===== src/rtl/dqm_pkg.sv =====
`timescale 1ns / 1ps
// ----------------------------------------------------------------------------
// dqm_pkg
// shared types and constants of the descriptor queue manager
// ----------------------------------------------------------------------------
package dqm_pkg;
  localparam int NumDescsDef = 1024;
  localparam int NumQueuesDef = 3;
  localparam int WordBitsDef = 64;

  typedef enum logic [2:0] {
    ACT_ALLOC = 3'd0,
    ACT_FREE = 3'd1,
    ACT_ENQ = 3'd2,
    ACT_DEQ = 3'd3,
    ACT_SETC = 3'd4
  } action_t;

  typedef enum logic [1:0] {
    ST_OK = 2'd0,
    ST_EMPTY = 2'd1,
    ST_NOT_EMPTY = 2'd2,
    ST_NO_REPLICA = 2'd3
  } status_t;

  typedef struct packed {
    logic [2:0] action;
    logic [1:0] queue_sel;
    logic [9:0] desc_index;
    logic [63:0] payload_first;
    logic [63:0] payload_second;
    logic [1:0] new_color;
  } req_t;

  typedef struct packed {
    logic [1:0] status;
    logic [9:0] result_index;
    logic [63:0] result_first;
    logic [63:0] result_second;
    logic [1:0] result_color;
  } rsp_t;

  // controller to datapath
  typedef struct packed {
    logic init;
    logic rd_a;
    logic rd_b;
    logic exec;
    logic fin;
  } dqm_cmd_t;

  // datapath to controller
  typedef struct packed {
    logic init_done;
  } dqm_stat_t;
endpackage


===== src/rtl/dqm_ctrl.sv =====
`timescale 1ns / 1ps
// ----------------------------------------------------------------------------
// dqm_ctrl
// sequencer: reset sweep, then read, read, execute, respond per request
// ----------------------------------------------------------------------------
module dqm_ctrl (
  input  logic clk,
  input  logic rst,
  input  logic start,
  input  dqm_pkg::dqm_stat_t stat,
  output dqm_pkg::dqm_cmd_t cmd,
  output logic busy
);
  import dqm_pkg::*;

  typedef enum logic [5:0] {
    S_INIT = 6'b000001,
    S_IDLE = 6'b000010,
    S_RDA = 6'b000100,
    S_RDB = 6'b001000,
    S_EXEC = 6'b010000,
    S_FIN = 6'b100000
  } state_t;

  state_t state, state_next;

  always_ff @(posedge clk) begin
    if (rst) state <= S_INIT;
    else state <= state_next;
  end

  always_comb begin
    state_next = state;
    case (state)
      S_INIT: if (stat.init_done) state_next = S_IDLE;
      S_IDLE: if (start) state_next = S_RDA;
      S_RDA: state_next = S_RDB;
      S_RDB: state_next = S_EXEC;
      S_EXEC: state_next = S_FIN;
      S_FIN: state_next = S_IDLE;
      default: state_next = S_INIT;
    endcase
  end

  assign busy = (state != S_IDLE);
  assign cmd.init = (state == S_INIT);
  assign cmd.rd_a = (state == S_RDA);
  assign cmd.rd_b = (state == S_RDB);
  assign cmd.exec = (state == S_EXEC);
  assign cmd.fin = (state == S_FIN);

  a_onehot: assert property (@(posedge clk) disable iff (rst) $onehot(state))
    else $error("state not one-hot");
  a_seq: assert property (@(posedge clk) disable iff (rst) cmd.rd_a |=> cmd.rd_b)
    else $error("read sequence broken");
  a_fin: assert property (@(posedge clk) disable iff (rst) cmd.exec |=> cmd.fin)
    else $error("exec not followed by fin");
endmodule


===== config.mk =====
export PLATFORM = sky130hd
export DESIGN_NAME = dqm_ctrl
export DESIGN_NICKNAME = d
export VERILOG_FILES = /design/src/rtl/dqm_pkg.sv /design/src/rtl/dqm_ctrl.sv
export SDC_FILE = /design/constraint.sdc
export NUM_CORES = 1
export LEC_CHECK = 0
export ABC_AREA = 1
export BUFFER_PORTS_ARGS = -buffer_cell sky130_fd_sc_hd__buf_2
export CAP_MARGIN = 40
export CORE_AREA = 2 2 39 41
export DETAILED_ROUTE_END_ITERATION = 12
export DIE_AREA = 0 0 41 43
export PLACE_DENSITY_LB_ADDON = 0.15
export SYNTH_ARGS = -nofsm -noshare
export SYNTH_HDL_FRONTEND = slang
export SYNTH_SLANG_ARGS = --single-unit

===== constraint.sdc =====
create_clock -name clk -period 1.37 [get_ports clk]
set_clock_uncertainty 0.15 [all_clocks]
set_input_delay 0.2055 -clock clk [delete_from_list [all_inputs] [get_ports clk]]
set_output_delay 0.2055 -clock clk [all_outputs]
set_load 0.005 [all_outputs]

Yosys cells after proc, flatten, opt, wreduce, memory -nomap -nowiden
Cells that the tools add are included.
{"block": "word_totals", "reg_bits": 6, "latchBits": 0, "mem_bits_rw": 0, "romBits": 0, "in_bits": 4, "output_inout_bits": 6, "word_cells": 14, "n_memories": 0}
{"block": "op_classes", "add_sub_neg": 0, "multipliers": 0, "div_mod_pow": 0, "order_cmp": 0, "eq_ne": 9, "n_shift": 0, "muxes": 3, "bitwise": 0, "n_reduce_logical": 1}
{"op": "$pmux W6 S6", "n": 1}
{"op": "$mux W6", "n": 2}
{"op": "$eq A6 B1 Y1 const B", "n": 1}
{"op": "$eq A6 B2 Y1 const B", "n": 1}
{"op": "$eq A6 B3 Y1 const B", "n": 1}
{"op": "$eq A6 B4 Y1 const B", "n": 1}
{"op": "$eq A6 B5 Y1 const B", "n": 1}
{"op": "$eq A6 B6 Y1 const B", "n": 1}
{"op": "$ne A6 B2 Y1 const B", "n": 1}
{"op": "$ne A2 B2 Y1 const B", "n": 2}
{"op": "$reduce_and A2 Y1", "n": 1}

Logic depth before layout (Yosys ltp)
Gate-level depths: netlist of the first run.
{"block": "depth", "ltp_word": 3, "depth_mapped": 7, "mapped_depth_nobuf": 7}

Least setup slack after synthesis of the first run
No wires, ideal clock.
{"block": "synth_timing", "path_type": "register to register", "from": "register state[2]", "to": "register state[0]", "setup_time_ps": 112, "t_arrival_ps": 813, "t_required_ps": 1108, "slack_ps": 295, "path_stages_with_launch": 7, "path_buffers": 0, "period_less_slack_ps": 1075, "cell_sequence": "dfxtp_1 -> nor2_4 -> nand4_1 -> nand2_1 -> inv_1 -> nand2_1 -> nand2_1"}
{"block": "synth_via", "elab_chain_cells": 3, "word_cells_on_any_way": 10, "classes_between": "8 x eq/ne; 1 x mux; 1 x reduce/logical"}
{"item": "start: declaration", "line_no": "dqm_ctrl.sv:25", "source": "state_t state, state_next;"}
{"item": "start signal: assignment", "line_no": "dqm_ctrl.sv:29", "source": "else state <= state_next;"}
{"item": "$eq A6 B1 Y1 / $eq A6 B2 Y1 (equally long branches)", "line_no": "dqm_ctrl.sv:34", "source": "case (state)"}
{"item": "$ne A2 B2 Y1 (no line)"}
{"item": "$reduce_and A2 Y1 (no line)"}
Parallel ways exist; a longest one is shown, timed or not.
A chain may end at the register's enable or synchronous reset.

==> impl_metrics.env, run 1 <==
export IMPL_cp_data_required_time_ns=1.01
export IMPL_clk_path_buf_depth=2
export IMPL_synth_warnings=0
export IMPL_globalplace_congestion=0.710
export IMPL_synth_edf_count=0
export IMPL_reg2reg_depth=7
export IMPL_diodes=0
export IMPL_yosys_area_top_type="dfxtp_1"
export IMPL_clk_latency_ns=0.25
export IMPL_fmax_ghz=0.701
export IMPL_failed_checks="negative setup slack"
export IMPL_reg2reg_to="state[0]"
export IMPL_finalSetupTns_ns=-0.116
export IMPL_whs_ns=0.0345
export IMPL_syn_area_um2=362
export IMPL_numCtsBuffers=3
export IMPL_largest_reg_flops=6
export IMPL_clock_sinks=6
export IMPL_largest_register="state"
export IMPL_relSlewSlack_pct=88.3
export IMPL_ys_seq_area_share_pct=33.2
export IMPL_cellInternalPower_uw=383
export IMPL_avgSynthCellArea_um2=6.82
export IMPL_critPathKind="flop to output pin"
export IMPL_die_w_um=41
export IMPL_pre_cts_ws_ns=0.164
export IMPL_holdPathEnd="state[3]"
export IMPL_hpwl_um=591
export IMPL_maxCapViolations=0
export IMPL_routed_via_density=4.38
export IMPL_yosys_cell_count_top_type="inv_1"
export IMPL_worstReg2RegStart="state[2]"
export IMPL_status="finished, violations left"
export IMPL_endpoint_kind="output pin"
export IMPL_whs_path_depth=2
export IMPL_die_area_um2=1760
export IMPL_vias=385
export IMPL_p_sw_share_pct=32.4
export IMPL_clk_pin_slew_ns=0.04
export IMPL_drtAntennaViolNets=0
export IMPL_vdd_drop_max_mv=0.495
export IMPL_routed_wl_um=810
export IMPL_switchingPower_uw=183
export IMPL_drtPass1Iterations=4
export IMPL_critPathArrivalTime_ns=1.07
export IMPL_nets=78
export IMPL_combinationalPowerShare_pct=31.9
export IMPL_worst_slack_ns=-0.0563
export IMPL_drtIter0Drc=3
export IMPL_top_regs="state: 6 flops"
export IMPL_leakagePower_uw=0.000312
export IMPL_synth_seq_cells=6
export IMPL_grt_pass1_wl_mm=1.30
export IMPL_seqPwrFrac_pct=39.4
export IMPL_min_period_ns=1.43
export IMPL_hold_viol_final=0
export IMPL_synth_commonest_cells="inv_1, nand2_1, nor2_1, dfxtp_1"
export IMPL_area_growth_syn_to_layout_pct=54.3
export IMPL_holdCritPathClass="primary input to flop"
export IMPL_placementRows=14
export IMPL_drc=0
export IMPL_report_final_setup_viol=5
export IMPL_grt_antenna_before_repair=0
export IMPL_holdCritStartpoint="rst"
export IMPL_cts_hold_buf=0
export IMPL_ys_flop_type="dfxtp_1"
export IMPL_grt_max_degree=6
export IMPL_tightestPinTransition_ns=0.175
export IMPL_r2r_slack_ns=0.06
export IMPL_async_flop_share_pct=0
export IMPL_portBuffers=9
export IMPL_grt_ovfl_total=0
export IMPL_p_clk_share_pct=28.7
export IMPL_rsz0062_at_grt="true"
export IMPL_power_density_nw_per_um2=1010
export IMPL_cts_root_buffer="clkbuf_4"
export IMPL_cp_start_kind="flop"
export IMPL_synthTopCellsByArea="dfxtp_1, inv_1, nand2_1"
export IMPL_drv_slew=0
export IMPL_syn_num_nets=57
export IMPL_finalCritPeriodShare_pct=104
export IMPL_core_um2=1380
export IMPL_worst_setup_path_startpoint="state[2]"
export IMPL_track_usage_pct=11.8
export IMPL_yosysUniqueCellTypes=13
export IMPL_die_h_um=43
export IMPL_avgRoutedWirePerCell_um=9.20
export IMPL_grt_pass1_vias=345
export IMPL_synth_top_cell_area_share_pct=33.2
export IMPL_io_pins=10
export IMPL_h_tree_depth=1
export IMPL_start_util_pct=26.1
export IMPL_drive_gt1_share_pct=63.9
export IMPL_cp_max_fo=5
export IMPL_cts_tree="yes"
export IMPL_synth_cells=53
==> per-stage QoR <==
stage / util [%] / power, uW / instances / area, um2
4_1_cts: 38.2 / 564 / 86 / 528
6_report: 40.3 / 566 / 88 / 558
5_1_grt: 40.3 / 605 / 88 / 558
2_1_floorplan: - / 307 / 53 / 362
3_5_place_dp: 30.8 / 344 / 78 / 427
3_3_place_gp: 30.8 / 347 / 78 / 427
==> metal layers <==
layer	part of all wire [%]	global-route usage (%)	vias to the layer above	routed length (um)
met5	0	0	-	0
met4	3.3	12.0	0	27
met3	4.0	4.71	4	32
met2	54	15.9	6	436
met1	39	12.9	178	313
li1	-	-	197	-
==> power by group through the flow <==
stage	registers [uW]	logic [uW]	clock network, uW
floorplan	208	98.4	0
finish	223	181	162
detailed placement	210	134	0
global placement	210	137	0
CTS	221	173	169
global route	224	204	177
==> cells by family after synthesis <==
group | Yosys count | share of synthesized area [%]
AND/OR/NAND/NOR | 30 | 49.1
buffers and inverters | 17 | 17.6
flip-flops | 6 | 33.2
==> area by class of cell <==
class | count | area (um2)
Inverter | 17 | 63.8
Timing Repair Buffer | 16 | 104
Clock buffer | 3 | 22.5
Sequential cell | 6 | 133
Multi-Input combinational cell | 30 | 215
Tap cell | 16 | 20.0
Fill cell | 145 | 826
==> worst max-delay path: stages (launching register included) <==
cell and delay, ns:
dfxtp_2 0.33, nor2_4 0.18, nand4_1 0.13, inv_1 0.08, buf_2 0.10
==> cell usage in the layout, fill, tap and decap left out <==
master | Yosys | routed
buf_2 | 0 | 8
buf_4 | 0 | 7
buf_6 | 0 | 1
clkbuf_4 | 0 | 3
clkinv_1 | 1 | 1
dfxtp_2 | 0 | 4
dfxtp_4 | 0 | 2
inv_1 | 15 | 12
inv_2 | 1 | 4
nand2_1 | 7 | 7
nand3_2 | 1 | 5
nand4_1 | 2 | 2
nand4_2 | 2 | 2
nor2_1 | 7 | 4
nor2_2 | 4 | 5
nor2_4 | 2 | 4
nor3_2 | 1 | 1
==> what timing repair did <==
action                     CTS  global route
pin swaps                    7             7
resized for setup           15             6
buffers inserted             5             2
cloned                       0             0
setup endpoints to repair    6             7
==> how the worst max path moves through the flow <==
stage,endpoint,slack (ns),cells past startpoint
after floorplan,state[0],0.29,6
final,cmd[0],-0.06,4
after CTS,cmd[0],-0.06,4
after global placement,state[0],0.16,6
after global routing,cmd[0],-0.11,4
after detailed placement,cmd[1],0.16,4
Note: power is estimated with default switching activity, not from simulation.
==> run 2, diff against run 1 <==
--- a/config.mk
+++ b/config.mk
@@ -5,7 +5,6 @@
 export SDC_FILE = /design/constraint.sdc
 export NUM_CORES = 1
 export LEC_CHECK = 0
-export ABC_AREA = 1
 export BUFFER_PORTS_ARGS = -buffer_cell sky130_fd_sc_hd__buf_2
 export CAP_MARGIN = 40
 export CORE_AREA = 2 2 39 41
==> run 2 against run 1 <==
Maximum frequency decreased by 18%. Sequential share of layout area is 4.3 points lower. Cell area up 17%. The flow still finishes with violations (negative setup slack). First-iteration DRC count stayed put. Register-to-register slack worse by 0.24 ns. Combinational power is 130% higher. Largest cell class unchanged.
==> impl_metrics.env, run 2 <==
export IMPL_diodes=0
export IMPL_vdd_drop_max_mv=0.537
export IMPL_rsz0062_at_grt="true"
export IMPL_p_clk_share_pct=20.4
export IMPL_combinationalPowerShare_pct=52.3
export IMPL_critPathKind="flop to output pin"
export IMPL_grt_antenna_before_repair=0
export IMPL_nets=69
export IMPL_place_area_um2=498
export IMPL_avgRoutedWirePerCell_um=12.6
export IMPL_cp_data_required_time_ns=1.01
export IMPL_power_density_nw_per_um2=1220
export IMPL_die_w_um=41
export IMPL_largest_register="state"
export IMPL_top_regs="state: 6 flops"
export IMPL_final_cell_area_um2=656
export IMPL_grt_pass1_wl_mm=1.58
export IMPL_io_pins=10
export IMPL_drtIter0Drc=3
export IMPL_min_period_ns=1.74
export IMPL_async_flop_share_pct=0
export IMPL_area_growth_syn_to_layout_pct=85.2
export IMPL_hpwl_um=691
export IMPL_clk_pin_slew_ns=0.05
export IMPL_syn_area_um2=354
export IMPL_grt_max_degree=7
export IMPL_drtAntennaViolNets=0
export IMPL_cts_hold_buf=0
export IMPL_endpoint_kind="output pin"
export IMPL_yosysUniqueCellTypes=21
export IMPL_die_h_um=43
export IMPL_hold_viol_final=0
export IMPL_numCtsBuffers=3
export IMPL_clock_sinks=6
export IMPL_holdCritPathClass="primary input to flop"
export IMPL_failed_checks="negative setup slack"
export IMPL_grt_ovfl_total=0
export IMPL_routed_wl_um=999
export IMPL_max_stage_delay_ns=0.57
export IMPL_synth_top_cell_area_share_pct=33.9
export IMPL_syn_num_nets=43
export IMPL_track_usage_pct=13.7
export IMPL_placementRows=14
export IMPL_p_sw_share_pct=32.1
export IMPL_ys_flop_type="dfxtp_1"
export IMPL_leakagePower_uw=0.000273
export IMPL_h_tree_depth=1
export IMPL_die_area_um2=1760
export IMPL_grt_pass1_vias=380
export IMPL_drtPass1Iterations=2
export IMPL_clk_path_buf_depth=2
export IMPL_cp_start_kind="flop"
export IMPL_core_um2=1380
export IMPL_synth_seq_cells=6
export IMPL_finalSetupTns_ns=-1.95
export IMPL_synthTopCellsByArea="dfxtp_1, nand2b_1, nor4bb_1"
export IMPL_maxCapViolations=0
export IMPL_largest_reg_flops=6
export IMPL_relSlewSlack_pct=82.0
export IMPL_finalCritPeriodShare_pct=127
export IMPL_worstPathCellList="or4_4 -> nor2_4 -> inv_1 -> buf_2"
export IMPL_worst_path_max_delay_cell="or4_4"
export IMPL_avgSynthCellArea_um2=9.08
export IMPL_pre_cts_ws_ns=-0.162
export IMPL_power_uw=803
export IMPL_drive_gt1_share_pct=81.0
export IMPL_vias=393
export IMPL_cp_max_fo=3
export IMPL_seqPwrFrac_pct=27.3
export IMPL_yosys_cell_count_top_type="dfxtp_1"
export IMPL_yosys_area_top_type="dfxtp_1"
export IMPL_synth_warnings=0
export IMPL_report_final_setup_viol=7
export IMPL_globalplace_congestion=0.777
export IMPL_start_util_pct=25.6
export IMPL_drc=0
export IMPL_synth_edf_count=0
export IMPL_cellInternalPower_uw=545
export IMPL_cts_root_buffer="clkbuf_4"
export IMPL_synth_cells=39
export IMPL_mostFrequentLayoutCell="buf_4"
export IMPL_routed_via_density=4.97
export IMPL_tightestPinTransition_ns=0.268
export IMPL_portBuffers=9
export IMPL_drv_slew=0
export IMPL_worst_slack_ns=-0.374
export IMPL_clk_latency_ns=0.24
export IMPL_status="finished, violations left"
export IMPL_switchingPower_uw=257
export IMPL_critPathArrivalTime_ns=1.39
export IMPL_synth_commonest_cells="dfxtp_1, nand2b_1, nor2_1, nor3_1"
export IMPL_cts_tree="yes"
export IMPL_n_fill_cell=137
export IMPL_ys_seq_area_share_pct=33.9
export IMPL_fmax_ghz=0.573
export IMPL_mostFrequentLayoutCells="buf_4, buf_2, dfxtp_2"
run 2: cell count changes after synthesis, sizes merged, moves of 4 or more:
| cell | change |
|---|---|
| nand2b | +4 |
| nand4 | -4 |
| nand2 | -7 |
| inv | -15 |
| nand3 | -5 |
| nor2 | -8 |
run 2: critical path, delay by kind of cell (launching register included):
| kind | cells | cell delay (ns) |
|---|---|---|
| buf+inv | 2 | 0.15 |
| flops | 1 | 0.32 |
| simple gates | 2 | 0.67 |
run 2: cell families after synthesis:
kind of cell	share of synthesized area, %
and+or+nand+nor	43.5
DFF	33.9
buffers and inverters	5.65
xor gates and xnor gates	4.95
AOI/OAI and AO/OA	12.0
run 2: path summary, 6_finish.rpt:
kind | end | slack [ns] | depth (start not counted) | start
min reg2reg | state[4] | 0.47 | 2 | state[2]
max | busy | -0.37 | 4 | state[5]
max reg2reg | state[0] | -0.18 | 4 | state[1]
min | state[5] | 0.05 | 2 | rst
run 2: per-layer routing:
layer	share of wire, %	routed length, um	GRT usage, %	up-vias
met5	0	0	0	-
met4	0.40	4	10.0	0
met3	3.8	38	3.66	2
met2	56	558	20.0	8
met1	40	398	16.2	191
li1	-	-	-	192
run 2: cell type report:
type	count	area (um2)	area share [%]
Timing Repair Buffer	23	161	24.6
Multi-Input combinational cell	30	320	48.9
Sequential cell	6	128	19.5
Inverter	1	3.75	0.573
Tap cell	16	20.0	3.05
Clock buffer	3	22.5	3.44
run 2: stage by stage:
stage / cells / hold slack, ns / utilization, %
6_report: 79 / 0.0516 / 47.4
5_1_grt: 79 / 0.0509 / 47.4
4_1_cts: 77 / 0.0343 / 40.6
3_5_place_dp: 73 / 0.293 / 36.0
3_3_place_gp: 73 / 0.282 / 36.0
2_1_floorplan: 39 / 0.135 / -
run 2: power by group through the flow:
stage | logic, uW | registers, uW | clock network, uW
detailed placement | 277 | 213 | 0
finish | 420 | 219 | 164
global placement | 273 | 214 | 0
CTS | 320 | 211 | 170
global route | 452 | 221 | 182
floorplan | 146 | 218 | 0
run 2: timing repair:
item / 4_1_cts / 5_1_grt
setup endpoints to repair: 11 / 12
pin swaps: 5 / 6
gates resized for setup: 9 / 18
hold endpoints to repair: 0 / 0
buffers inserted: 1 / 2
